<file path="src/hdl/idsc_pkg.sv">
package idsc_pkg;

  // configuration register indexes
  typedef enum logic [1:0] {
    REG_MASK_INIT  = 2'd0,
    REG_MASK_STEP  = 2'd1,
    REG_BLOCK_SIZE = 2'd2,
    REG_CRYPT_LEN  = 2'd3
  } cfg_reg_t;

  // result queue between front and back
  localparam int QDEPTH = 4;
  localparam int QAW    = $clog2(QDEPTH);
  localparam int QCW    = $clog2(QDEPTH + 1);

  // buffer access requests from the front
  typedef struct packed {
    logic wr_en;
    logic wr_bank;
    logic rd_en;
    logic rd_bank;
  } ram_ctl_t;

  // classified beat waiting for its buffer read data
  typedef struct packed {
    logic valid;
    logic has_byte;
    logic last_byte;
    logic rejected;
    logic bank;
  } desc_t;

  // finished result beat
  typedef struct packed {
    logic       has_byte;
    logic [7:0] plain_byte;
    logic       last_byte;
    logic       rejected;
  } result_t;

endpackage

</file>
<file path="src/hdl/idsc_queue.sv">
module idsc_queue (
  input  logic                     clk,
  input  logic                     rst_n,
  input  logic                     push,
  input  idsc_pkg::result_t        push_data,
  output logic [idsc_pkg::QCW-1:0] count,
  output logic                     out_tvalid,
  input  logic                     out_tready,
  output logic [7:0]               out_tdata,
  output logic                     out_tlast,
  output logic [1:0]               out_tuser
);
  import idsc_pkg::*;

  result_t        q_r [QDEPTH];
  result_t        head;
  logic [QAW-1:0] wr_ptr_r, wr_ptr_nxt;
  logic [QAW-1:0] rd_ptr_r, rd_ptr_nxt;
  logic [QCW-1:0] count_r, count_nxt;
  logic           pop;

  assign pop = out_tvalid && out_tready;

  always_comb begin
    wr_ptr_nxt = wr_ptr_r;
    rd_ptr_nxt = rd_ptr_r;
    if (push) begin
      wr_ptr_nxt = (wr_ptr_r == QAW'(QDEPTH - 1)) ? '0 : wr_ptr_r + QAW'(1);
    end
    if (pop) begin
      rd_ptr_nxt = (rd_ptr_r == QAW'(QDEPTH - 1)) ? '0 : rd_ptr_r + QAW'(1);
    end
    count_nxt = count_r + QCW'(push) - QCW'(pop);
  end

  always_ff @(posedge clk) begin
    if (!rst_n) begin
      wr_ptr_r <= '0;
      rd_ptr_r <= '0;
      count_r  <= '0;
    end else begin
      wr_ptr_r <= wr_ptr_nxt;
      rd_ptr_r <= rd_ptr_nxt;
      count_r  <= count_nxt;
    end
  end

  always_ff @(posedge clk) begin
    if (push) begin
      q_r[wr_ptr_r] <= push_data;
    end
  end

  assign head       = q_r[rd_ptr_r];
  assign count      = count_r;
  assign out_tvalid = count_r != '0;
  assign out_tdata  = head.plain_byte;
  assign out_tlast  = head.last_byte;
  assign out_tuser  = {head.rejected, head.has_byte};

  a_no_overflow: assert property (@(posedge clk) disable iff (!rst_n)
    push |-> (count_r != QCW'(QDEPTH)) || pop)
    else $error("result queue overflow");

endmodule

</file>
<file path="config.mk">
export PLATFORM = sky130hd
export DESIGN_NAME = idsc_queue
export DESIGN_NICKNAME = d
export VERILOG_FILES = /design/src/hdl/idsc_pkg.sv /design/src/hdl/idsc_queue.sv
export SDC_FILE = /design/constraint.sdc
export NUM_CORES = 1
export LEC_CHECK = 0
export BUFFER_PORTS_ARGS = -buffer_cell sky130_fd_sc_hd__buf_2
export CAP_MARGIN = 25
export CORE_MARGIN = 1
export CORE_UTILIZATION = 59
export DETAILED_ROUTE_END_ITERATION = 8
export PLACE_DENSITY = 0.83
export SYNTH_ARGS = -nofsm -noshare
export SYNTH_HDL_FRONTEND = slang
export SYNTH_SLANG_ARGS = --single-unit
</file>
<file path="constraint.sdc">
create_clock -name clk -period 3.1 [get_ports clk]
set_input_delay 0.31 -clock clk [delete_from_list [all_inputs] [get_ports clk]]
set_output_delay 0.31 -clock clk [all_outputs]
set_load 0.01 [all_outputs]
</file>
**Yosys cells after proc, flatten, opt, wreduce, memory -nomap -nowiden**

Memory sizes are Yosys's and may differ from the RTL's. A register that Yosys moved wholly into a read port is not among the register bits.
Cells that the tools add are included.

- Bits in registers: 7
- RAM bits: 44
- Memories: 1

- $add $sub $neg: 4
- Eq/ne operators: 2
- Multiplexer cells: 6
- Reductions and logical operators: 2

Memory list:

| memory | depth | bits a word | read ports | clocked after memory_dff | wr ports | RTL line | source |
|---|---|---|---|---|---|---|---|
| q_r | 4 | 11 | 1 | 1 | 1 | idsc_queue.sv:15 | `result_t q_r [QDEPTH];` |

Operator list:

| operator | count |
|---|---|
| $mux W2 | 4 |
| $add A2 B1 Y2 const B | 2 |
| $eq A2 B2 Y1 const B | 2 |
| $add A3 B1 Y3 | 1 |
| $reduce_bool A3 Y1 | 1 |
| $sub A3 B1 Y3 | 1 |
| $mux W1 | 2 |
| $logic_and A1 B1 Y1 | 1 |

**Depth between registers and ports, before layout**

Gate-level depths: netlist of the first run.

- Word-level depth: 4
- Mapped depth: 8
- Mapped depth without buffers: 8

**Worst setup path before layout of the first run**

OpenSTA, ideal clock, no wires.

- Path kind: reg-to-reg
- Start: reg count_r[1], in the netlist count[1]
- End: reg count_r[2], in the netlist count[2]
- Setup time: 114 ps
- Arrival: 1780 ps
- Path slack: 1206 ps
- Cell stages (with the launch flop): 9
- Buffers on the path: 0
- Cells stage by stage: dfxtp_1 > o31a_1 > ha_1 > inv_1 > ha_1 > inv_1 > fa_1 > xnor3_1 > nor2_1

- Cells in the longest elaborated chain, start to end: 3

Ends and longest elaborated chain:

| what | RTL line | source |
|---|---|---|
| from (decl) | idsc_queue.sv:19 | `logic [QCW-1:0] count_r, count_nxt;` |
| from (signal assigned) | idsc_queue.sv:44 | `count_r <= count_nxt;` |
| branches (longest 2 deep; another with $add A3 B1 Y3) | -- |  |
| $sub A3 B1 Y3 (*) | idsc_queue.sv:33 | `count_nxt = count_r + QCW'(push) - QCW'(pop);` |

Every way passes the cells marked *.
A chain may end at the register's enable or synchronous reset.

==> results of run 1 <==
-- cell usage after synthesis, drive strengths merged (2+ instances only) --
master  number  area share
nand2        3      0.0055
buf          2      0.0079
mux4        11        0.12
inv          6       0.011
and2         5       0.015
dfxtp        9       0.088
mux2i        3       0.015
or3b         2      0.0085
nor2         3      0.0055
edfxtp      44        0.64
ha           7       0.043
-- flip-flops by register name (all words and copies together) (netlist names), named ones only --
name	flops
rd_ptr_r	2
wr_ptr_r	2
q_r	44
count	3
-- per-layer routing --
metal	up-vias	global-route usage
met3	6	0.0490
met1	475	0.195
li1	461	-
met5	-	0
met2	26	0.341
met4	0	0.107
-- final timing paths --
path                            slack, ns           end  cells after the start         start
worst max-delay path                 0.84  out_tdata[3]                      2     flip-flop
worst min-delay path                 0.15     q_r[0][4]                      1  push_data[4]
worst max register to register       1.14      count[2]                      8      count[1]
worst min register to register       0.52   rd_ptr_r[1]                      2   rd_ptr_r[1]
-- logic make-up after synthesis --
logic type      after synthesis  share of synthesized area
compound gates                2                    0.00671
xor+xnor                      1                     0.0110
fa+ha+maj                     8                     0.0525
buf+inv                       8                     0.0189
flops                        53                      0.733
mux                          14                      0.137
simple gates                 15                     0.0409
-- power groups by stage --
stage / clock (W) / sequential [W] / combinational, W
2_1_floorplan: 0 / 0.000878 / 0.000270
5_1_grt: 0.000406 / 0.000906 / 0.000391
6_report: 0.000366 / 0.000894 / 0.000349
3_3_place_gp: 0 / 0.000908 / 0.000337
4_1_cts: 0.000377 / 0.000897 / 0.000356
3_5_place_dp: 0 / 0.000913 / 0.000355
-- per-stage QoR --
stage | hold slack (ns) | cell area [sq um] | power [W]
6_report | 0.152 | 2320 | 0.00161
4_1_cts | 0.138 | 2320 | 0.00163
3_3_place_gp | 0.479 | 2240 | 0.00125
3_5_place_dp | 0.500 | 2240 | 0.00127
2_1_floorplan | 0.409 | 2050 | 0.00115
5_1_grt | 0.126 | 2320 | 0.00170
-- cell type report --
| cell class | instances | area [sq um] |
|---|---|---|
| multi-input cells | 40 | 509 |
| inverters | 6 | 22.5 |
| fillers | 223 | 1020 |
| well taps | 46 | 57.6 |
| flip-flops and latches | 53 | 1500 |
| clock buffers | 6 | 41.3 |
| repair buffers | 29 | 145 |
| clock inverters | 2 | 38.8 |
-- worst reg2reg max path: stages, from the launching register on --
cell	delay, ns
dfxtp_1	0.39
o31a_1	0.36
ha_1	0.28
inv_1	0.05
ha_1	0.12
inv_1	0.05
fa_1	0.37
xnor3_1	0.21
nor2_1	0.04
==> results_dict.tcl, run 1 <==
set metrics [dict create \
    grt_max_degree 17 \
    final_cell_mix "edfxtp_1 (44), buf_2 (29), mux4_2 (10)" \
    hp-class "in -> reg" \
    p_sw_frac 0.254 \
    syn_nets 124 \
    h-tree-depth 2 \
    route.met3.wl_um 122 \
    cts_num_sinks 53 \
    p_switching_w 0.000409 \
    stdcell_count 182 \
    clock_latency_ns 0.36 \
    setup_tns_ns 0 \
    numCtsBuffers 5 \
    postSynthCellCount 101 \
    power_frac_clock 0.227 \
    wl_per_cell_um 16.2 \
    grt_pass1_vias 1006 \
    fin_skew_ns 0.0101 \
    p_leak_nw 0.851 \
    rsz0062_at_grt "no" \
    critical_path_arrival_ns 1.95 \
    vias 968 \
    cp_data_required_time_ns 2.79 \
    grt_usage 0.187 \
    core.rowCount 21 \
    wl_met2_um 1670 \
    drt_iter0_drc 32 \
    path_class "reg -> out" \
    setup_viol 0 \
    synth-seq-cells 53 \
    placed_cells 174 \
    syn_area_sq_um 2050 \
    synth_edf_count 44 \
    worstPathCellList "mux4_1 > buf_2" \
    worst_slack_ns 0.835 \
    pre_cts_ws_ns 1.14 \
    cts-resized-gates 0 \
    cp-end-kind "output pin" \
    fmax_ghz 0.442 \
    p_per_area_nw_per_um2 694 \
    grt_pass1_wl_um 4600 \
    routed_via_density 5.32 \
    yosys.cell_types.count 19 \
    worstMarginPinSlew_ns 0.716 \
    seqPwrFrac 0.556 \
    postCtsHoldBufs 0 \
    dieWidth_um 60.9 \
    core_region_area_sq_um 3340 \
    cts_buffer_depth 2 \
    root_buffer "clkbuf_4" \
    slew-limit-headroom 0.522 \
    start_util 0.614 \
    fin_util 0.694 \
    die_height_um 60.9 \
    maxCapViolations 0 \
    wl_met1_um 1120 \
    startpoint_type "flip-flop" \
    ys_seq_area_frac 0.733 \
    cp_slowest_cell "dfxtp_1" \
    dp_hpwl_um 2140 \
    ys_warn_count 0 \
    path_clk_slew_ns 0.14 \
    comb_power_share 0.217 \
    p_int_w 0.00120 \
    drv_slew 0 \
    top_layer_used "met4" \
    worst-path-buf-inv 1 \
    avgSynthCellArea_sq_um 20.3 \
    cts_tree "yes" \
    n_antenna_cell 0 \
    dr.pass1.iters 4 \
    path_max_fanout 11 \
    async_flop_share 0 \
    hold_viol_final 0 \
    fin_crit_ns 2.26 \
    final_common_cell "edfxtp_1" \
    slowest_delay_ns 0.81 \
    drc_errors 0 \
    drive_gt1_frac 0.338 \
    place.gp.congestion 0.729 \
    ios 30 \
    syn_to_final_growth_pct 13.0 \
    grt.overflow.total 0 \
    status "finished clean" \
    port_buffers 29 \
    final_antenna_net_count 0 \
    cts_setup_buffers 0 \
    vdd_ir_drop_max_mv 0.466 \
    dieArea_sq_um 3710 \
    period_share 0.731 \
    totalWireLength_um 2960 \
    fin_nets 158 \
    antenna_found_initial 0 \
    synth_top_flop_cell "edfxtp_1" \
    critPathTopFamily "flip-flops" \
]
Power figures use the tool's default switching activity.
==> run 2: changes to the inputs <==
ABC_AREA = 1   (was unset)
CORE_UTILIZATION = 56   (was 59)
PLACE_DENSITY = 0.79   (was 0.83)
clock period = 2.2 ns   (was 3.1 ns; I/O delays follow)
==> run 2 against run 1 <==
Compared with the run above: total power increased by 58%; setup slack got worse by 0.49 ns; largest cell class unchanged; first-iteration DRC count increased by 66%.
==> results_dict.tcl, run 2 <==
set metrics [dict create \
    n_antenna_cell 0 \
    drt_iter0_drc 53 \
    critPathTopFamily "flip-flops" \
    p_switching_w 0.000828 \
    place.gp.congestion 0.717 \
    antenna_found_initial 0 \
    fin_nets 222 \
    top_register "q_r" \
    fmax_ghz 0.541 \
    drive_gt1_frac 0.220 \
    multiInputGateArea_sq_um 505 \
    grt_max_degree 23 \
    routed_via_density 5.21 \
    totalWireLength_um 3640 \
    cts_setup_buffers 0 \
    syn_nets 191 \
    period_share 0.841 \
    die_height_um 63.6 \
    yosysTopAreaCell "edfxtp_1" \
    slew-limit-headroom 0.658 \
    hold_viol_final 0 \
    syn_to_final_growth_pct 11.5 \
    vias 1291 \
    synth_edf_count 44 \
    cp_data_required_time_ns 1.98 \
    vdd_ir_drop_max_mv 0.867 \
    synth_top_flop_cell "edfxtp_1" \
    yosys.cell_types.count 22 \
    worst_slack_ns 0.350 \
    h-tree-depth 2 \
    seq_area_sq_um 1500 \
    grt_usage 0.201 \
    yosysTopAreaCellShare 0.621 \
    postCtsHoldBufs 0 \
    p_per_area_nw_per_um2 1070 \
    synth.area.top_cells "edfxtp_1 (62%), dfxtp_1 (8.5%), nor2_1 (4.9%), ha_1 (4.1%), o21ai_1 (3.8%)" \
    hp-class "in -> reg" \
    cts_num_sinks 53 \
    final_antenna_net_count 0 \
    ios 30 \
    cp-end-kind "output pin" \
    num-fill-cells 298 \
    setup_tns_ns 0 \
    post-synth-top-count-cell "edfxtp_1" \
    syn_area_sq_um 2130 \
    drc_errors 0 \
    power_frac_clock 0.203 \
    numCtsBuffers 5 \
    cts_buffer_depth 2 \
    worstMarginPinSlew_ns 0.512 \
    synth-seq-cells 53 \
    fin_skew_ns 0.00924 \
    slowest_delay_ns 0.58 \
    dr.pass1.iters 4 \
    core.rowCount 22 \
    async_flop_share 0 \
    pre_cts_ws_ns 0.397 \
    status "finished clean" \
    dieArea_sq_um 4050 \
    final_common_cell "edfxtp_1" \
    start_util 0.581 \
    clock_latency_ns 0.30 \
    critical_path_arrival_ns 1.63 \
    cts-resized-gates 0 \
    cp_slowest_cell "dfxtp_1" \
    startpoint_type "flip-flop" \
    drv_slew 0 \
    grt.overflow.total 0 \
    root_buffer "clkbuf_8" \
    core_region_area_sq_um 3660 \
    setup_viol 0 \
    port_buffers 29 \
    largest_reg_flops 44 \
    avgSynthCellArea_sq_um 12.7 \
    maxCapViolations 0 \
    worstPathCellList "inv_2 > o21ai_0 > o22ai_1 > buf_2" \
    path_max_fanout 22 \
    rsz0062_at_grt "no" \
    worst-path-buf-inv 2 \
    grt_pass1_wl_um 5870 \
    grt_pass1_vias 1253 \
    path_clk_slew_ns 0.09 \
    path_class "reg -> out" \
    dieWidth_um 63.6 \
    p_leak_nw 0.937 \
    seqPwrFrac 0.492 \
    dp_hpwl_um 2420 \
    ys_warn_count 0 \
    wl_per_cell_um 14.7 \
    final_cell_mix "edfxtp_1 (44), buf_2 (29), nor2_1 (28)" \
    postSynthCellCount 168 \
    ys_top_cells_by_count "edfxtp_1 (44), nor2_1 (28), o21ai_1 (16)" \
    comb_power_share 0.306 \
    fin_crit_ns 1.85 \
    ys_seq_area_frac 0.706 \
    p_sw_frac 0.327 \
    p_int_w 0.00171 \
    cts_tree "yes" \
]
-- run 2: layout make-up --
type                            count  share of cell area
Inverter                           17              0.0269
Tap cell                           48              0.0253
Timing Repair Buffer               31              0.0675
Sequential cell                    53               0.633
Clock buffer                        7              0.0322
Clock inverter                      1             0.00211
Multi-Input combinational cell     91               0.213
-- run 2: power by group through the flow --
stage	Combinational (W)	Clock, W	Sequential [W]
2_1_floorplan	0.000550	0	0.00126
3_3_place_gp	0.000740	0	0.00126
3_5_place_dp	0.000783	0	0.00127
4_1_cts	0.000785	0.000523	0.00125
5_1_grt	0.000875	0.000558	0.00126
6_report	0.000774	0.000514	0.00125
-- run 2: final timing paths --
check | from | slack, ns | to | depth (start not counted)
max | flip-flop | 0.35 | out_tdata[3] | 4
max reg2reg | count[1] | 0.40 | count[2] | 9
min reg2reg | rd_ptr_r[1] | 0.56 | rd_ptr_r[1] | 2
min | push_data[1] | 0.13 | q_r[0][1] | 1
-- run 2: metrics by stage --
step                hold WS, ns  power [W]  cell area, sq um  utilization  instances
CTS                       0.119    0.00256              2370        0.648        248
detailed placement        0.438    0.00205              2290        0.626        240
finish                    0.130    0.00253              2370        0.648        248
global placement          0.430    0.00200              2290        0.626        240
global route              0.122    0.00269              2370        0.648        248
floorplan                 0.318    0.00181              2130            -        168
-- run 2: cells by family after synthesis --
group,Yosys count,synth area share
compound gates,38,0.101
xor+xnor,1,0.00412
simple gates,44,0.0824
fa+ha+maj,8,0.0506
buf+inv,24,0.0565
flops,53,0.706
-- run 2: metal layers --
layer	share of wire	vias to the layer above	routed length, um	track usage
met4	0.0088	0	32	0.0597
met3	0.040	4	147	0.0688
li1	-	642	-	-
met2	0.52	27	1900	0.338
met1	0.43	618	1560	0.242
met5	0	-	0	0
-- run 2: worst reg2reg max path, cell delays in order (launching register included) --
cell      delay [ns]
dfxtp_1         0.36
nor2_2          0.18
a21boi_0        0.12
ha_1            0.28
inv_1           0.05
ha_1            0.13
inv_1           0.05
fa_1            0.37
a21oi_1         0.12
nor2_1          0.06
==> run 3: changes to the inputs <==
ABC_AREA = 0   (was 1)
CORE_UTILIZATION = 50   (was 56)
PLACE_DENSITY = 0.75   (was 0.79)
clock period = 1.7 ns   (was 2.2 ns; I/O delays follow)
==> run 3 against run 2 <==
Compared with the run above: the flow now finishes with violations (negative setup slack); clock power grew 56%; routed wire length decreased by 9.7%; first-iteration DRC count down 47%; sequential share of layout area shrank 2.2 points; total power rose by 29%; global-route usage shrank 2.3 points; sequential cell count unchanged; die area is 7.7% higher; sequential power grew 25%; utilization increased by 0.090 points; largest power group unchanged.
==> results_dict.tcl, run 3 (same netlist as run 1, synthesis figures left out) <==
set metrics [dict create \
    violations "negative setup slack" \
    fin_nets 171 \
    critical_path_arrival_ns 2.00 \
    stdcell_count 196 \
    cts_tree "yes" \
    dr.pass1.iters 4 \
    start_util 0.540 \
    postCtsHoldBufs 0 \
    worstMarginPinSlew_ns 0.172 \
    grt_pass1_vias 1129 \
    hp-class "in -> reg" \
    core.rowCount 22 \
    root_buffer "clkbuf_8" \
    path_class "reg -> reg" \
    drc_errors 0 \
    fmax_ghz 0.553 \
    fin_skew_ns 0.00531 \
    clock_latency_ns 0.30 \
    slew-limit-headroom 0.882 \
    grt_usage 0.177 \
    place.gp.congestion 0.657 \
    final_antenna_net_count 0 \
    routed_via_density 5.21 \
    dp_hpwl_um 2270 \
    path_clk_slew_ns 0.09 \
    grt.overflow.total 0 \
    placed_cells 187 \
    final_common_cell "edfxtp_1" \
    vdd_ir_drop_max_mv 0.682 \
    fin_crit_ns 1.81 \
    antenna_found_initial 0 \
    largest_reg_flops 44 \
    cp_slowest_cell "fa_2" \
    path_max_fanout 2 \
    worst-path-buf-inv 2 \
    startpoint_type "flip-flop" \
    cts_buffer_depth 2 \
    wl_per_cell_um 16.8 \
    period_share 1.06 \
    drt_iter0_drc 28 \
    setup_tns_ns -0.212 \
    cp-startpoint "count[2]" \
    ios 30 \
    rsz0062_at_grt "yes" \
    worst_slack_ns -0.107 \
    status "finished with violations" \
    totalWireLength_um 3290 \
    cp_data_required_time_ns 1.89 \
    core_region_area_sq_um 3800 \
    p_per_area_nw_per_um2 1330 \
    hold_ws_ns 0.0885 \
    critPathTopFamily "adder cells" \
    dieWidth_um 66.0 \
    power_w 0.00327 \
    port_buffers 29 \
    cts_num_sinks 53 \
    grt_max_degree 16 \
    hold_viol_final 0 \
    die_height_um 66.0 \
    numCtsBuffers 5 \
    setup_viol 2 \
    pre_cts_ws_ns -0.152 \
    syn_to_final_growth_pct 20.3 \
    final_cell_mix "edfxtp_1 (44), buf_2 (29), mux4_2 (11), buf_4 (11)" \
    slowest_delay_ns 0.52 \
    h-tree-depth 2 \
    vias 1021 \
    p_leak_nw 0.927 \
    hp-start "push_data[6]" \
    worst_path_most_repeated_cell "inv_2" \
    n_antenna_cell 0 \
    drive_gt1_frac 0.459 \
    worstPathCellList "o31a_1 > ha_1 > inv_2 > ha_4 > inv_2 > fa_2 > nor2_2" \
    r2r_start "count[2]" \
    drv_slew 0 \
    dieArea_sq_um 4360 \
    maxCapViolations 0 \
    cp-end-kind "flip-flop" \
    grt_pass1_wl_um 5330 \
    top_register "q_r" \
]
[run 3: cell count changes in the layout (fill, tap and decap cells not counted), sizes merged, moves of 8 or more]
cell / previous run / this run
nand2: 11 / 3
inv: 17 / 6
o22ai: 11 / 0
nor2: 29 / 3
buf: 31 / 42
mux4: 0 / 11
o21ai: 22 / 0
[run 3: stage by stage]
stage | utilization | instance area (sq um)
2_1_floorplan | - | 2050
3_3_place_gp | 0.612 | 2330
3_5_place_dp | 0.612 | 2330
4_1_cts | 0.644 | 2450
5_1_grt | 0.649 | 2460
6_report | 0.649 | 2460
[run 3: path summary, 6_finish.rpt]
path                             endpoint  slack [ns]  cells past startpoint
worst max-delay path             count[1]       -0.11                      7
worst min-delay path            q_r[3][6]        0.09                      1
worst max register to register   count[1]       -0.11                      7
worst min register to register  flip-flop        0.50                      2
[run 3: what timing repair did]
item / in CTS / in global routing
hold endpoints to repair: 0 / 0
setup buffers: 1 / 1
pin swaps: 3 / 2
setup endpoints to repair: 5 / 9
resized for setup: 5 / 4
[run 3: area by class of cell]
cell class | instances | area, sq um
well taps | 48 | 60.1
inverters | 6 | 22.5
clock inverters | 2 | 35.0
clock buffers | 5 | 68.8
flip-flops and latches | 53 | 1510
repair buffers | 42 | 250
fillers | 271 | 1330
multi-input cells | 40 | 523
[run 3: report_power, final]
part / switching, W / leakage [nW] / internal (W) / total [W]
Combinational: 0.000404 / 0.394 / 0.000499 / 0.000902
Sequential: 0.0000496 / 0.479 / 0.00151 / 0.00156
Clock: 0.000374 / 0.0540 / 0.000428 / 0.000802
[run 3: routing by layer]
layer / part of all wire / global-route usage / wire, um / vias up
met3: 0.033 / 0.0431 / 110 / 4
met4: 0.021 / 0.0957 / 68 / 0
met2: 0.55 / 0.316 / 1790 / 21
li1: - / - / - / 482
met5: 0 / 0 / 0 / -
met1: 0.40 / 0.193 / 1320 / 514
