<file path="config.mk">
export PLATFORM = sky130hd
export DESIGN_NAME = idsc_front
export DESIGN_NICKNAME = d
export VERILOG_FILES = /design/src/hdl/idsc_pkg.sv /design/src/hdl/idsc_front.sv
export SDC_FILE = /design/constraint.sdc
export NUM_CORES = 1
export LEC_CHECK = 0
export ABC_CLOCK_PERIOD_IN_PS = 21300
export BUFFER_PORTS_ARGS = -buffer_cell sky130_fd_sc_hd__clkbuf_2
export CORE_MARGIN = 2
export CORE_UTILIZATION = 30
export DETAILED_ROUTE_END_ITERATION = 10
export SYNTH_ARGS = -nofsm -noshare
export SYNTH_HDL_FRONTEND = slang
export SYNTH_SLANG_ARGS = --single-unit
</file>
<file path="constraint.sdc">
create_clock -name clk -period 21.3 [get_ports clk]
set_input_delay 3.195 -clock clk [delete_from_list [all_inputs] [get_ports clk]]
set_output_delay 3.195 -clock clk [all_outputs]
set_load 0.03 [all_outputs]
</file>
<file path="src/hdl/idsc_pkg.sv">
package idsc_pkg;

  // configuration register indexes
  typedef enum logic [1:0] {
    REG_MASK_INIT  = 2'd0,
    REG_MASK_STEP  = 2'd1,
    REG_BLOCK_SIZE = 2'd2,
    REG_CRYPT_LEN  = 2'd3
  } cfg_reg_t;

  // result queue between front and back
  localparam int QDEPTH = 4;
  localparam int QAW    = $clog2(QDEPTH);
  localparam int QCW    = $clog2(QDEPTH + 1);

  // buffer access requests from the front
  typedef struct packed {
    logic wr_en;
    logic wr_bank;
    logic rd_en;
    logic rd_bank;
  } ram_ctl_t;

  // classified beat waiting for its buffer read data
  typedef struct packed {
    logic valid;
    logic has_byte;
    logic last_byte;
    logic rejected;
    logic bank;
  } desc_t;

  // finished result beat
  typedef struct packed {
    logic       has_byte;
    logic [7:0] plain_byte;
    logic       last_byte;
    logic       rejected;
  } result_t;

endpackage

</file>
<file path="src/hdl/idsc_front.sv">
module idsc_front #(
  parameter int MAX_BLOCK = 32768,
  localparam int AW = $clog2(MAX_BLOCK),
  localparam int CW = $clog2(MAX_BLOCK + 1)
) (
  input  logic                         clk,
  input  logic                         rst_n,
  input  logic                         cfg_valid,
  input  idsc_pkg::cfg_reg_t           cfg_index,
  input  logic [31:0]                  cfg_data,
  input  logic                         in_valid,
  output logic                         in_ready,
  input  logic                         in_op,
  input  logic [7:0]                   in_byte,
  input  logic                         in_eom,
  input  logic [idsc_pkg::QCW-1:0]     q_count,
  output idsc_pkg::ram_ctl_t           ram_ctl,
  output logic [AW-1:0]                wr_addr,
  output logic [7:0]                   wr_data,
  output logic [AW-1:0]                rd_addr,
  output idsc_pkg::desc_t              desc
);
  import idsc_pkg::*;

  localparam int LIM  = (MAX_BLOCK / 2) * 2;
  localparam int CMPW = (CW > 16) ? CW : 16;

  // configuration
  logic [7:0]  mask_init_r, mask_step_r;
  logic [15:0] block_size_r;
  logic [31:0] crypt_len_r;

  // message and chunk state
  logic [7:0]    mask_r, mask_nxt;
  logic [31:0]   pos_r, pos_nxt;
  logic [CW-1:0] fill_cnt_r, fill_cnt_nxt;
  logic          fill_dec_r, fill_dec_nxt;
  logic          fill_ready_r, fill_ready_nxt;
  logic          fill_last_r, fill_last_nxt;
  logic          fill_bank_r, fill_bank_nxt;
  logic [CW-1:0] drain_idx_r, drain_idx_nxt;
  logic [CW-1:0] drain_len_r, drain_len_nxt;
  logic          drain_dec_r, drain_dec_nxt;
  logic          drain_active_r, drain_active_nxt;
  logic          drain_last_r, drain_last_nxt;
  desc_t         desc_r, desc_nxt;

  logic            take;
  logic [QCW-1:0]  pending;
  logic [15:0]     bs_even;
  logic [CMPW-1:0] eff_blk;
  logic [CW-1:0]   drain_even, raddr_c, idx_inc;
  logic            d_active, d_dec, d_last, emit_last;
  logic            move_a, move_b;
  logic [CW-1:0]   f_cnt, g_cnt;
  logic            f_ready, f_dec, f_last, f_bank;
  logic            g_ready, g_dec, g_last;
  logic            wr_req, rej, in_crypt;
  logic [7:0]      mask_v, wr_val;

  assign pending  = q_count + QCW'(desc_r.valid);
  assign in_ready = pending < QCW'(QDEPTH);
  assign take     = in_valid && in_ready;

  // config writes
  always_ff @(posedge clk) begin
    if (!rst_n) begin
      mask_init_r  <= 8'd0;
      mask_step_r  <= 8'd0;
      block_size_r <= 16'd128;
      crypt_len_r  <= 32'd0;
    end else if (cfg_valid) begin
      unique case (cfg_index)
        REG_MASK_INIT:  mask_init_r  <= cfg_data[7:0];
        REG_MASK_STEP:  mask_step_r  <= cfg_data[7:0];
        REG_BLOCK_SIZE: block_size_r <= cfg_data[15:0];
        REG_CRYPT_LEN:  crypt_len_r  <= cfg_data;
      endcase
    end
  end

  // even chunk size, at least 2, clamped to the buffer depth
  always_comb begin
    bs_even = {block_size_r[15:1], 1'b0};
    priority if (bs_even < 16'd2) begin
      eff_blk = CMPW'(2);
    end else if (CMPW'(bs_even) > CMPW'(LIM)) begin
      eff_blk = CMPW'(LIM);
    end else begin
      eff_blk = CMPW'(bs_even);
    end
  end

  // drain address, decrypted chunk: first half to odd slots, second half to even slots, each from its end
  always_comb begin
    drain_even = {drain_len_r[CW-1:1], 1'b0};
    priority if (!drain_dec_r || drain_idx_r >= drain_even) begin
      raddr_c = drain_idx_r;
    end else if (drain_idx_r[0]) begin
      raddr_c = (drain_even - CW'(1) - drain_idx_r) >> 1;
    end else begin
      raddr_c = drain_even - CW'(1) - (drain_idx_r >> 1);
    end
  end

  assign rd_addr = raddr_c[AW-1:0];

  always_comb begin
    // emit side
    idx_inc   = drain_idx_r + CW'(1);
    d_active  = drain_active_r;
    d_dec     = drain_dec_r;
    d_last    = drain_last_r;
    emit_last = 1'b0;
    if (drain_active_r && idx_inc >= drain_len_r) begin
      emit_last = drain_last_r;
      d_active  = 1'b0;
      d_dec     = 1'b0;
      d_last    = 1'b0;
    end

    // swap before the incoming beat lands
    move_a  = fill_ready_r && !d_active;
    f_cnt   = move_a ? '0 : fill_cnt_r;
    f_ready = move_a ? 1'b0 : fill_ready_r;
    f_dec   = move_a ? 1'b0 : fill_dec_r;
    f_last  = move_a ? 1'b0 : fill_last_r;
    f_bank  = move_a ? ~fill_bank_r : fill_bank_r;

    // fill side
    g_cnt    = f_cnt;
    g_ready  = f_ready;
    g_dec    = f_dec;
    g_last   = f_last;
    mask_v   = mask_r;
    pos_nxt  = pos_r;
    wr_req   = 1'b0;
    rej      = 1'b0;
    wr_val   = in_byte;
    in_crypt = pos_r < crypt_len_r;
    if (!in_op) begin
      if (f_ready) begin
        rej = 1'b1;
      end else begin
        if (f_cnt == '0) begin
          if (pos_r == 32'd0) begin
            mask_v = mask_init_r;
          end
          g_dec = in_crypt;
        end
        // trailing odd byte of a message is not decrypted: written as zero inside the encrypted span, else passed as is
        priority if (in_eom && !f_cnt[0]) begin
          wr_val = in_crypt ? 8'd0 : in_byte;
        end else if (g_dec) begin
          wr_val = in_byte ^ mask_v;
          mask_v = mask_v + mask_step_r;
        end else begin
          wr_val = in_byte;
        end
        wr_req  = 1'b1;
        g_cnt   = f_cnt + CW'(1);
        pos_nxt = pos_r + 32'd1;
        if (in_eom) begin
          g_ready = 1'b1;
          g_last  = 1'b1;
          pos_nxt = 32'd0;
        end else if (!g_cnt[0] && CMPW'(g_cnt) >= eff_blk) begin
          g_ready = 1'b1;
        end
      end
    end
    mask_nxt = mask_v;

    // swap after the beat lands
    move_b = !move_a && g_ready && !d_active;

    priority if (move_a) begin
      drain_len_nxt    = fill_cnt_r;
      drain_idx_nxt    = '0;
      drain_active_nxt = 1'b1;
      drain_dec_nxt    = fill_dec_r;
      drain_last_nxt   = fill_last_r;
    end else if (move_b) begin
      drain_len_nxt    = g_cnt;
      drain_idx_nxt    = '0;
      drain_active_nxt = 1'b1;
      drain_dec_nxt    = g_dec;
      drain_last_nxt   = g_last;
    end else begin
      drain_len_nxt    = drain_len_r;
      drain_idx_nxt    = drain_active_r ? idx_inc : drain_idx_r;
      drain_active_nxt = d_active;
      drain_dec_nxt    = d_dec;
      drain_last_nxt   = d_last;
    end

    if (move_b) begin
      fill_cnt_nxt   = '0;
      fill_ready_nxt = 1'b0;
      fill_dec_nxt   = 1'b0;
      fill_last_nxt  = 1'b0;
      fill_bank_nxt  = ~f_bank;
    end else begin
      fill_cnt_nxt   = g_cnt;
      fill_ready_nxt = g_ready;
      fill_dec_nxt   = g_dec;
      fill_last_nxt  = g_last;
      fill_bank_nxt  = f_bank;
    end

    desc_nxt.valid     = take;
    desc_nxt.has_byte  = drain_active_r;
    desc_nxt.last_byte = emit_last;
    desc_nxt.rejected  = rej;
    desc_nxt.bank      = ~fill_bank_r;
  end

  assign ram_ctl.wr_en   = take && wr_req;
  assign ram_ctl.wr_bank = f_bank;
  assign ram_ctl.rd_en   = take && drain_active_r;
  assign ram_ctl.rd_bank = ~fill_bank_r;
  assign wr_addr         = f_cnt[AW-1:0];
  assign wr_data         = wr_val;
  assign desc            = desc_r;

  always_ff @(posedge clk) begin
    if (!rst_n) begin
      mask_r         <= 8'd0;
      pos_r          <= 32'd0;
      fill_cnt_r     <= '0;
      fill_dec_r     <= 1'b0;
      fill_ready_r   <= 1'b0;
      fill_last_r    <= 1'b0;
      fill_bank_r    <= 1'b0;
      drain_idx_r    <= '0;
      drain_len_r    <= '0;
      drain_dec_r    <= 1'b0;
      drain_active_r <= 1'b0;
      drain_last_r   <= 1'b0;
    end else if (take) begin
      mask_r         <= mask_nxt;
      pos_r          <= pos_nxt;
      fill_cnt_r     <= fill_cnt_nxt;
      fill_dec_r     <= fill_dec_nxt;
      fill_ready_r   <= fill_ready_nxt;
      fill_last_r    <= fill_last_nxt;
      fill_bank_r    <= fill_bank_nxt;
      drain_idx_r    <= drain_idx_nxt;
      drain_len_r    <= drain_len_nxt;
      drain_dec_r    <= drain_dec_nxt;
      drain_active_r <= drain_active_nxt;
      drain_last_r   <= drain_last_nxt;
    end
  end

  // only the valid flag needs a reset; the payload is loaded with each taken beat
  always_ff @(posedge clk) begin
    if (!rst_n) begin
      desc_r.valid <= 1'b0;
    end else begin
      desc_r.valid <= desc_nxt.valid;
    end
    if (take) begin
      desc_r.has_byte  <= desc_nxt.has_byte;
      desc_r.last_byte <= desc_nxt.last_byte;
      desc_r.rejected  <= desc_nxt.rejected;
      desc_r.bank      <= desc_nxt.bank;
    end
  end

  a_ready_nonempty: assert property (@(posedge clk) disable iff (!rst_n)
    fill_ready_r |-> fill_cnt_r != '0)
    else $error("closed fill chunk holds no bytes");

  a_drain_in_range: assert property (@(posedge clk) disable iff (!rst_n)
    drain_active_r |-> drain_idx_r < drain_len_r)
    else $error("drain index ran past chunk length");

  a_fill_bound: assert property (@(posedge clk) disable iff (!rst_n)
    ram_ctl.wr_en |-> (!f_ready && CW'(f_cnt) < CW'(MAX_BLOCK)))
    else $error("write into a closed or overfull fill buffer");

endmodule

</file>
Yosys cells after proc, flatten, opt, wreduce, memory -nomap -nowiden. Index checks and enable logic that the tools add are counted.

Flip-flop bits (word level): 164. Input bits: 51. Output and inout port bits: 48. Logic and storage cells: 129.

$add $sub $neg: 8. Order comparisons: 7. Eq/ne operators: 3. Muxes and demuxes: 56. Bitwise logic cells: 5. Reductions and logical operators: 29.

Operators with widths (number): $mux 16 (11); $mux 8 (11); $ge 16x16->1 (3); $add 16x1->16 const B (2); $add 32x1->32 const B (1); $logic_not 32->1 (1); $lt 32x32->1 (1); $mux 32 (1); $mux 1 (31); $mux 15 (2); $gt 16x16->1 const B (1); $logic_not 16->1 (1); $lt 16x2->1 const B (1); $sub 16x1->16 const B (1); $sub 16x16->16 (1); $sub 15x15->15 (1); $reduce_and 2->1 (7); $logic_and 1x1->1 (9); $add 8x8->8 (1); $xor 8x8->8 (1); $reduce_bool 3->1 (2); $logic_not 1->1 (5); $eq 2x2->1 const B (2); $not 1->1 (4); other kinds (7) (7).

Logic depth before layout (Yosys ltp). Gate-level depths: netlist of run 1.

Word-level depth: 18. Gate-level depth with buffers: 34. Depth with buffers taken out: 30.

Worst setup path after synthesis of run 1. No wires, ideal clock.

Path type: reg2out. Start point: reg drain_idx_r[2]. End point: out wr_data[1]. Arrival time: 5.347 ns. Data required time: 18.105 ns. Path slack: 12.758 ns. Cell stages (with the launch flop): 23. Buffers on the path: 2. Cells stage by stage: dfxtp_1 > clkbuf_1 > nand4_1 > nor3_1 > and3_1 > and3_1 > and3_1 > nand3_1 > xnor2_1 > ha_1 > nand4_1 > or3b_1 > nor4_1 > o41ai_2 > clkbuf_1 > nand2_1 > ha_1 > nor4b_1 > and4_1 > o21ai_4 > mux2i_1 > o311a_1 > a211o_1.

Longest elaborated chain between the ends: 16.

RTL lines: start, declared (RTL line idsc_front.sv:41) `logic [CW-1:0] drain_idx_r, drain_idx_nxt;`; start signal, assigned (RTL line idsc_front.sv:248) `drain_idx_r <= drain_idx_nxt;`; $add 16x1->16 * (RTL line idsc_front.sv:110) `idx_inc = drain_idx_r + CW'(1);`; $ge 16x16->1 * (RTL line idsc_front.sv:115) `if (drain_active_r && idx_inc >= drain_len_r) begin`; $logic_and 1x1->1 * (RTL line idsc_front.sv:115); $mux 1 * (RTL line idsc_front.sv:115); $logic_not 1->1 * (RTL line idsc_front.sv:123) `move_a = fill_ready_r && !d_active;`; $logic_and 1x1->1 * (RTL line idsc_front.sv:123); $mux 16 (RTL line idsc_front.sv:124) `f_cnt = move_a ? '0 : fill_cnt_r;`; $logic_not 16->1 (RTL line idsc_front.sv:145) `if (f_cnt == '0) begin`; $mux 8 (RTL line idsc_front.sv:145); $mux 8 (RTL line idsc_front.sv:142) `if (f_ready) begin`; $mux 8 (RTL line idsc_front.sv:141) `if (!in_op) begin`; $xor 8x8->8 (RTL line idsc_front.sv:155) `wr_val = in_byte ^ mask_v;`; $mux 8 (RTL line idsc_front.sv:154) `end else if (g_dec) begin`; $mux 8 (RTL line idsc_front.sv:152) `priority if (in_eom && !f_cnt[0]) begin`; $mux 8 * (RTL line idsc_front.sv:142); $mux 8 * (RTL line idsc_front.sv:141); end, declared (RTL line idsc_front.sv:19) `output logic [7:0] wr_data,`.

Every way passes the cells marked *; elsewhere a longest branch is shown, timed or not. The select of a mux whose other input is x is not followed.

Worst setup path in the final report of run 1.
Start point: reg drain_idx_r[1]. End point: out wr_data[7].

The elaborated chain is that of the path after synthesis.

==> results.toml, run 1 <==
[run_status]
outcome = "finished, final reports clean"

[pwr]
ir_drop_v = 0.00004595
powerDensity_mw_per_mm2 = 60.39
leakagePower_nw = 5.321

[cells_and_area]
nets = 1747
fillCellCount = 4173
drive_gt1_share_pct = 11.33
finalInstanceArea_sq_mm = 0.01345
final-seq-area_sq_mm = 0.003303
syn_to_final_growth_pct = 12.62
multi_input_area_sq_mm = 0.007934
final_cell_mix = "nand2_1, dfxtp_1, nor2_1"
layout_commonest_cell = "nand2_1"

[placed_design]
dp_hpwl_um = 26160
io_buffers = 98
gp_congestion = 0.8693
placed_area_sq_mm = 0.01284

[worst_setup_path]
critPathBufInv = 2
startpoint_type = "flip-flop"
critPathMostFrequentCell = "ha_1"
crit_path_top_delay_cell = "a31oi_4"
crit_type = "reg -> out"
path_max_fanout = 27
worstPathRequired_ps = 18110
path_cells = "ha_1 > nand3_1 > nor4_1 > and3_1 > and3_1 > nand3_1 > xnor2_1 > ha_1 > nand4_1 > or3b_1 > nor4_1 > o41ai_2 > buf_4 > nand2_1 > ha_1 > nor4b_1 > and4_1 > nor3b_1 > a31oi_4 > nor4b_1 > a211o_1 > clkbuf_2"
critPathArrivalTime_ps = 6860
cp-end-kind = "output port"
max_stage_delay_ps = 650
cpLargestDelayFamily = "simple AND/OR/NAND/NOR gates"

[yosys]
async_reset_ff_share_pct = 0
syn_nets = 1702
synth_top_area_share_pct = 26.65
synth_area_per_cell_sq_um = 7.801
ys.flop_type = "dfxtp_1"
netlist_instances = 1531
synth_edf_count = 4
ys_types = 77
yosysSeqAreaShare_pct = 27.66
yosys-top-cells-area = "dfxtp_1, ha_1, nand2_1, xnor2_1, a21oi_1"
synth_area_leader_cell = "dfxtp_1"
ys_ff_latch = 163
syn_area_sq_mm = 0.01194
synth_warnings = 0

[route]
drt_first_pass_iters = 5
drt-initial-drc-count = 792
ant_nets = 0
avgRoutedWirePerCell_um = 16.07
route.detailed.drc = 0
finalWirelength_um = 33980
viasPerCell = 5.128
vias = 10850

[timing]
fin_tns_setup_ps = 0
final_max_slew_viol_count = 0
period_share_pct = 47.22
final.setup_skew_ps = 13.02
max_freq_mhz = 99.41
post-route-min-period_ps = 10060
setup_viol = 0
grt_setup_unrepaired = "false"
worstMarginPinSlew_ps = 1101
slew_headroom_pct = 26.42
hold_violations = 0

[clock_network]
cts_root_buffer = "clkbuf_16"
clockBufferDepth = 2
clock_sinks = 163
cts.repair.resized = 0
cts_setup_buffers = 0
htreeDepth = 4
holdBufCountCts = 0
clkLatencyLatePin_ps = 440
clk_pin_slew_ps = 70
cts_tree = "done"
cts_buffers = 17

[global_route]
grt_pass1_wl_um = 54310
grt_antenna_before_repair = 1
overflow = 0
grt_pass1_vias = 10350
grt_max_degree = 52
grt.total_usage_pct = 16.31

[min_path]
hold_class = "reg -> reg"

[floorplan]
start_util_pct = 30.20
rows = 73
die_h_um = 203.5
core_area_sq_mm = 0.03955
ios = 99
die_area_sq_mm = 0.04142
die_x_um = 203.5

[flow_run]
drv_cap = 0
## per-layer routing
metal | track usage (%) | routed length [um] | part of all wire, %
met3 | 2.685 | 1493 | 4.4
met5 | 0 | 0 | 0
met1 | 21.64 | 16070 | 47
met2 | 27.50 | 15850 | 47
met4 | 4.093 | 565 | 1.7
## flip-flops by register name (all words and copies together) (netlist names)
signal and flops:
fill_last_r 1, drain_active_r 1, drain_idx_r 16, fill_bank_r 1, pos_r 32, mask_r 8, crypt_len_r 32, fill_ready_r 1
drain_len_r 16, desc 5, mask_step_r 8, fill_dec_r 1, block_size_r 15, drain_last_r 1, mask_init_r 8, fill_cnt_r 16
drain_dec_r 1
## worst reg2reg max path, delay by kind of cell, from the launching register on
| family | cells | cell delay, ps |
|---|---|---|
| xor+xnor | 2 | 390 |
| buf+inv | 3 | 620 |
| simple gates | 16 | 4330 |
| flops | 1 | 330 |
| compound gates | 8 | 2080 |
| fa+ha+maj | 3 | 850 |
## path summary, 6_finish.rpt
| check | from | slack (ps) | end | cells past startpoint |
|---|---|---|---|---|
| max | drain_idx_r[1] | 11240 | wr_data[7] | 22 |
| min reg2reg | crypt_len_r[30] | 450 | crypt_len_r[30] | 2 |
| max reg2reg | drain_idx_r[0] | 12630 | drain_last_r | 32 |
| min | crypt_len_r[30] | 450 | crypt_len_r[30] | 2 |
## power breakdown
| group | internal, mW | total, mW | switching (mW) |
|---|---|---|---|
| Sequential | 0.313 | 0.318 | 0.00517 |
| Combinational | 0.0639 | 0.171 | 0.107 |
| Clock | 0.180 | 0.323 | 0.143 |
## stage by stage
stage	power, mW	hold slack [ps]	util, %	setup WS (ps)	instances
2_1_floorplan	0.4530	431.8	-	12760	1531
3_3_place_gp	0.4924	443.3	32.47	12110	2082
3_5_place_dp	0.4955	447.0	32.47	11770	2082
4_1_cts	0.8168	456.9	34.01	11280	2114
5_1_grt	0.8494	473.2	34.01	10680	2114
6_report	0.8123	454.4	34.01	11240	2115
## synth_stat cells, drive strengths merged (7+ instances only)
library cell / instances
a2111oi: 7
a211o: 13
a211oi: 19
a21o: 17
a21oi: 124
a311oi: 10
a31oi: 24
and2: 20
and3: 24
buf: 15
clkbuf: 68
dfxtp: 159
ha: 119
inv: 99
mux2i: 24
nand2: 202
nand2b: 16
nand3: 41
nand4: 22
nor2: 134
nor2b: 11
nor3: 38
nor4: 26
nor4b: 13
o21a: 13
o21ai: 64
o311a: 10
or2: 10
or3: 10
xnor2: 82
xor2: 29
## final cells by class
class                   instances  area share (%)
diodes                          1         0.01860
clock buffers                  18           3.265
clock inverters                14           1.237
inverters                     100           2.800
multi-input cells            1185           58.98
flip-flops and latches        163           24.56
well taps                     525           4.883
repair buffers                109           4.260
## logic make-up after synthesis
group	count (synthesis)	synth area share [%]
and+or+nand+nor	585	23.93
adders and majority gates	120	12.63
AOI/OAI and AO/OA	342	19.22
muxes	26	2.200
buffers and inverters	183	6.034
DFF	163	27.66
xor gates and xnor gates	112	8.328
No activity file was read; power rests on OpenSTA's default activity.
==> run 2: changes to the inputs <==
--- a/config.mk
+++ b/config.mk
@@ -5,7 +5,7 @@
 export SDC_FILE = /design/constraint.sdc
 export NUM_CORES = 1
 export LEC_CHECK = 0
-export ABC_CLOCK_PERIOD_IN_PS = 21300
+export ABC_CLOCK_PERIOD_IN_PS = 9800
 export BUFFER_PORTS_ARGS = -buffer_cell sky130_fd_sc_hd__clkbuf_2
 export CORE_MARGIN = 2
 export CORE_UTILIZATION = 30
==> constraint.sdc (replaced) <==
create_clock -name clk -period 9.8 [get_ports clk]
set_input_delay 1.47 -clock clk [delete_from_list [all_inputs] [get_ports clk]]
set_output_delay 1.47 -clock clk [all_outputs]
set_load 0.03 [all_outputs]
==> results.toml, run 2 (synthesis gave the netlist of run 1 again) <==
[run_status]
outcome = "finished, final reports clean"

[route]
avgRoutedWirePerCell_um = 15.78
finalWirelength_um = 33380
viasPerCell = 5.157
vias = 10910
ant_nets = 0
drt-initial-drc-count = 788
drt_first_pass_iters = 6
route.detailed.drc = 0

[pwr]
clockPowerShare_pct = 38.9
internal_power_mw = 1.185
swShare_pct = 31.81
powerDensity_mw_per_mm2 = 129.5
seq_power_share_pct = 39.8
ir_drop_v = 0.0001167
comb_power_share_pct = 21.4
leakagePower_nw = 5.311
p_switching_mw = 0.5527

[timing]
hold_violations = 0
holdWs_ps = 455.9
max_freq_mhz = 120.9
period_share_pct = 84.37
setup_viol = 0
grt_setup_unrepaired = "false"
worstMarginPinSlew_ps = 1109
final_max_slew_viol_count = 0
fin_tns_setup_ps = 0
fin_ws_ps = 1532
post-route-min-period_ps = 8268
final.setup_skew_ps = 9.646
slew_headroom_pct = 25.91

[clock_network]
htreeDepth = 4
clkLatencyLatePin_ps = 440
clk_pin_slew_ps = 70
cts_setup_buffers = 0
holdBufCountCts = 0
cts_buffers = 17
clockBufferDepth = 2
cts.repair.resized = 0
cts_tree = "done"
clock_sinks = 163
cts_root_buffer = "clkbuf_16"

[cells_and_area]
final-seq-area_sq_mm = 0.003303
nets = 1746
reg_top3 = "crypt_len_r (32), pos_r (32)"
instances_no_fill = 2115
finalInstanceArea_sq_mm = 0.01342
layout_commonest_cell = "nand2_1"
fillCellCount = 4184
multi_input_area_sq_mm = 0.007934
final_cell_mix = "nand2_1, dfxtp_1, nor2_1"
drive_gt1_share_pct = 11.21
syn_to_final_growth_pct = 12.38

[floorplan]
die_h_um = 203.5
start_util_pct = 30.20
ios = 99
die_x_um = 203.5
die_area_sq_mm = 0.04142
rows = 73
core_area_sq_mm = 0.03955

[min_path]
hold_class = "reg -> reg"

[flow_run]
drv_cap = 0

[global_route]
top_usage_layer = "met2"
grt_use_met3_pct = 3.547
grt_antenna_before_repair = 2
use_met1_pct = 21.03
grt.total_usage_pct = 16.13
use_met2_pct = 27.15
grt_pass1_vias = 10340
grt_pass1_wl_um = 54080
overflow = 0
grt_max_degree = 72

[placed_design]
dp_slack_ps = 1717
placed_area_sq_mm = 0.01284
dp.cells = 2081
gp_congestion = 0.8791
dp_hpwl_um = 25670
io_buffers = 98

[worst_setup_path]
startpoint_type = "flip-flop"
critPathArrivalTime_ps = 6800
path_max_fanout = 27
cp-end-kind = "output port"
crit_type = "reg -> out"
worstPathRequired_ps = 8330
run 2: changes by cell type in the layout (fill, tap and decap cells not counted):
cell        delta
buf_4          -1
bufinv_16      -1
clkbuf_1       +1
clkinv_4       +1
clkinvlp_4     -2
diode_2        +1
inv_6          +1
run 2: area by class of cell:
type                    count  area share (%)
clock buffers              19           3.300
inverters                 100           2.806
diodes                      2         0.03729
well taps                 525           4.894
clock inverters            13           1.035
multi-input cells        1185           59.11
flip-flops and latches    163           24.61
repair buffers            108           4.213
run 2: routing by layer:
layer  wire (um)  share of wire, %
met4         469               1.4
met2       15490                46
met1       15570                47
met3        1845               5.5
met5           0                 0
run 2: worst max-delay path, cell delays in order, from the launching register on:
cell and delay [ps]:
dfxtp_1 340, buf_4 290, nand4_1 150, nor3_1 400, and3_1 290, and3_1 250
and3_1 250, nand3_1 110, xnor2_1 170, ha_1 330, nand4_1 130, or3b_1 440
nor4_1 560, o41ai_2 100, buf_4 220, nand2_1 110, ha_1 190, nor4b_1 250
and4_1 390, or2_2 190, a31oi_4 270, o311a_1 440, a211o_1 280, clkbuf_2 190
run 2: path summary, 6_finish.rpt:
| kind | start | end | slack, ps | depth (start not counted) |
|---|---|---|---|---|
| setup reg to reg | drain_idx_r[0] | drain_last_r | 1540 | 32 |
| setup / recovery | drain_idx_r[0] | wr_data[7] | 1530 | 23 |
| hold / removal | crypt_len_r[20] | crypt_len_r[20] | 460 | 2 |
| hold reg to reg | crypt_len_r[20] | crypt_len_r[20] | 460 | 2 |
run 2: power groups by stage:
stage | Combinational (mW) | Clock (mW) | Sequential [mW]
CTS | 0.371 | 0.688 | 0.691
floorplan | 0.281 | 0 | 0.703
detailed placement | 0.369 | 0 | 0.706
global route | 0.412 | 0.715 | 0.693
global placement | 0.361 | 0 | 0.706
finish | 0.371 | 0.676 | 0.691
run 2: stage by stage:
step / utilization, % / power [mW]
after detailed placement: 32.46 / 1.075
after floorplan: - / 0.9845
after global routing: 33.93 / 1.820
after CTS: 33.93 / 1.749
final: 33.94 / 1.738
after global placement: 32.46 / 1.067
==> run 3: changes to the inputs <==
--- a/config.mk
+++ b/config.mk
@@ -5,7 +5,7 @@
 export SDC_FILE = /design/constraint.sdc
 export NUM_CORES = 1
 export LEC_CHECK = 0
-export ABC_CLOCK_PERIOD_IN_PS = 9800
+export ABC_CLOCK_PERIOD_IN_PS = 7800
 export BUFFER_PORTS_ARGS = -buffer_cell sky130_fd_sc_hd__clkbuf_2
 export CORE_MARGIN = 2
 export CORE_UTILIZATION = 30
==> constraint.sdc (replaced) <==
create_clock -name clk -period 7.8 [get_ports clk]
set_input_delay 1.17 -clock clk [delete_from_list [all_inputs] [get_ports clk]]
set_output_delay 1.17 -clock clk [all_outputs]
set_load 0.03 [all_outputs]
==> results.toml, run 3 (synthesis gave the netlist of run 1 again) <==
[min_path]
hp-start = "crypt_len_r[27]"
hold_class = "reg -> reg"

[worst_setup_path]
path_cells = "inv_1 > nor3_4 > and3_1 > and3_1 > and3_1 > nand3_1 > xnor2_1 > ha_1 > nand4_1 > or3b_1 > nor4_2 > buf_4 > o41ai_4 > nand2_1 > ha_1 > nor4b_1 > and4_1 > or2_2 > a31oi_4 > o311a_1 > a211o_1 > clkbuf_2"
path_max_fanout = 27
crit_path_top_delay_cell = "or3b_1"
max_stage_delay_ps = 470
critPathMostFrequentCell = "and3_1"
cp-end-kind = "output port"
worstPathRequired_ps = 6630
rr_startpoint = "drain_idx_r[4]"
ff2ff_setup_slack_ps = 530
critPathArrivalTime_ps = 6140
startpoint_type = "flip-flop"
startpoint = "drain_idx_r[4]"
crit_type = "reg -> out"

[floorplan]
rows = 73
start_util_pct = 30.20
die_h_um = 203.5
ios = 99
core_area_sq_mm = 0.03955
die_x_um = 203.5
die_area_sq_mm = 0.04142

[timing]
hold_violations = 0
slew_headroom_pct = 23.20
fin_tns_setup_ps = 0
max_freq_mhz = 136.8
period_share_pct = 93.72
post-route-min-period_ps = 7310
final_max_slew_viol_count = 0
worstMarginPinSlew_ps = 1123
final.setup_skew_ps = 11.88
holdWs_ps = 455.8
setup_viol = 0

[run_status]
outcome = "finished, final reports clean"

[route]
viasPerCell = 5.165
avgRoutedWirePerCell_um = 16.05
vias = 10980
drt-initial-drc-count = 871
drt_first_pass_iters = 5
route.detailed.drc = 0
finalWirelength_um = 34110
ant_nets = 0

[flow_run]
drv_cap = 0

[cells_and_area]
layout_commonest_cell = "nand2_1"
final_core_util_pct = 34.40
syn_to_final_growth_pct = 13.92
nets = 1758
diodes = 0
final_cell_mix = "nand2_1, dfxtp_1, nor2_1"
reg_top3 = "crypt_len_r (32), pos_r (32)"
drive_gt1_share_pct = 12.56

[clock_network]
cts_buffers = 17
htreeDepth = 4
clk_pin_slew_ps = 80
cts_root_buffer = "clkbuf_16"
clock_sinks = 163
clkLatencyLatePin_ps = 440
clockBufferDepth = 2
cts_tree = "done"

[pwr]
seq_power_share_pct = 39.4
leakagePower_nw = 5.414
p_switching_mw = 0.7164
swShare_pct = 32.48
internal_power_mw = 1.489
powerDensity_mw_per_mm2 = 162.1
comb_power_share_pct = 21.6
clockPowerShare_pct = 39.0
ir_drop_v = 0.0001367

[placed_design]
dp_hpwl_um = 26010
gp_congestion = 0.8784
io_buffers = 98

[global_route]
overflow = 0
grt_max_degree = 68
grt.total_usage_pct = 16.21
grt_antenna_before_repair = 0
grt_pass1_wl_um = 54390
grt_pass1_vias = 10430
==> run 3: cell types whose count changed in the layout (fill, tap and decap cells not counted), moves of 2 or more <==
cell	change
buf_4	+10
buf_6	+2
clkinv_4	-2
clkinv_8	+2
clkinvlp_4	+3
dfxtp_1	-2
dfxtp_2	+2
diode_2	-2
nand3_1	-2
nand3_2	+2
nor4_1	-2
==> run 3: through the flow <==
| stage | setup WS [ps] | total power, mW | cells | instance area, sq um |
|---|---|---|---|---|
| 6_report | 489.5 | 2.206 | 2125 | 13610 |
| 4_1_cts | 7.599 | 2.219 | 2122 | 13530 |
| 3_5_place_dp | -97.66 | 1.356 | 2090 | 12900 |
| 5_1_grt | -4.033 | 2.310 | 2125 | 13610 |
| 3_3_place_gp | 309.1 | 1.346 | 2090 | 12900 |
| 2_1_floorplan | 283.2 | 1.237 | 1531 | 11940 |
==> run 3: final cells by class <==
| class | count | area [sq um] |
|---|---|---|
| Tap cell | 525 | 656.9 |
| Clock inverter | 15 | 167.7 |
| Sequential cell | 163 | 3306 |
| Clock buffer | 17 | 425.4 |
| Multi-Input combinational cell | 1185 | 8011 |
| Timing Repair Buffer | 120 | 663.1 |
| Fill cell | 4169 | 25940 |
| Inverter | 100 | 376.6 |
==> run 3: path summary, 6_finish.rpt <==
path	depth (start not counted)	endpoint
worst min register to register	2	crypt_len_r[27]
worst min-delay path	2	crypt_len_r[27]
worst max-delay path	22	wr_data[3]
worst max register to register	30	fill_cnt_r[8]
==> run 3: worst max-delay path, delay by kind of cell (launching register included) <==
family,cells,cell delay (ps)
xor gates and xnor gates,1,170
DFF,1,390
buffers and inverters,3,500
AOI/OAI and AO/OA,4,1090
and+or+nand+nor,12,3030
adders and majority gates,2,540
==> run 3: what timing repair did <==
action,4_1_cts,5_1_grt
resized for setup,4,16
cloned,0,1
setup endpoints to repair,4,60
buffers inserted,0,2
hold buffers,0,0
pin swaps,0,6
==> run 3: routing by layer <==
metal	global-route usage, %	wire [um]	part of all wire, %
met1	21.42	16020	47
met2	27.39	15940	47
met3	2.189	1472	4.3
met4	4.927	682	2.0
met5	0	0	0
==> run 3: power by group through the flow <==
stage               logic, mW  clock network [mW]  registers [mW]
finish                  0.477               0.860           0.869
global route            0.526               0.913           0.871
CTS                     0.472               0.879           0.869
detailed placement      0.468                   0           0.888
global placement        0.459                   0           0.887
floorplan               0.353                   0           0.884
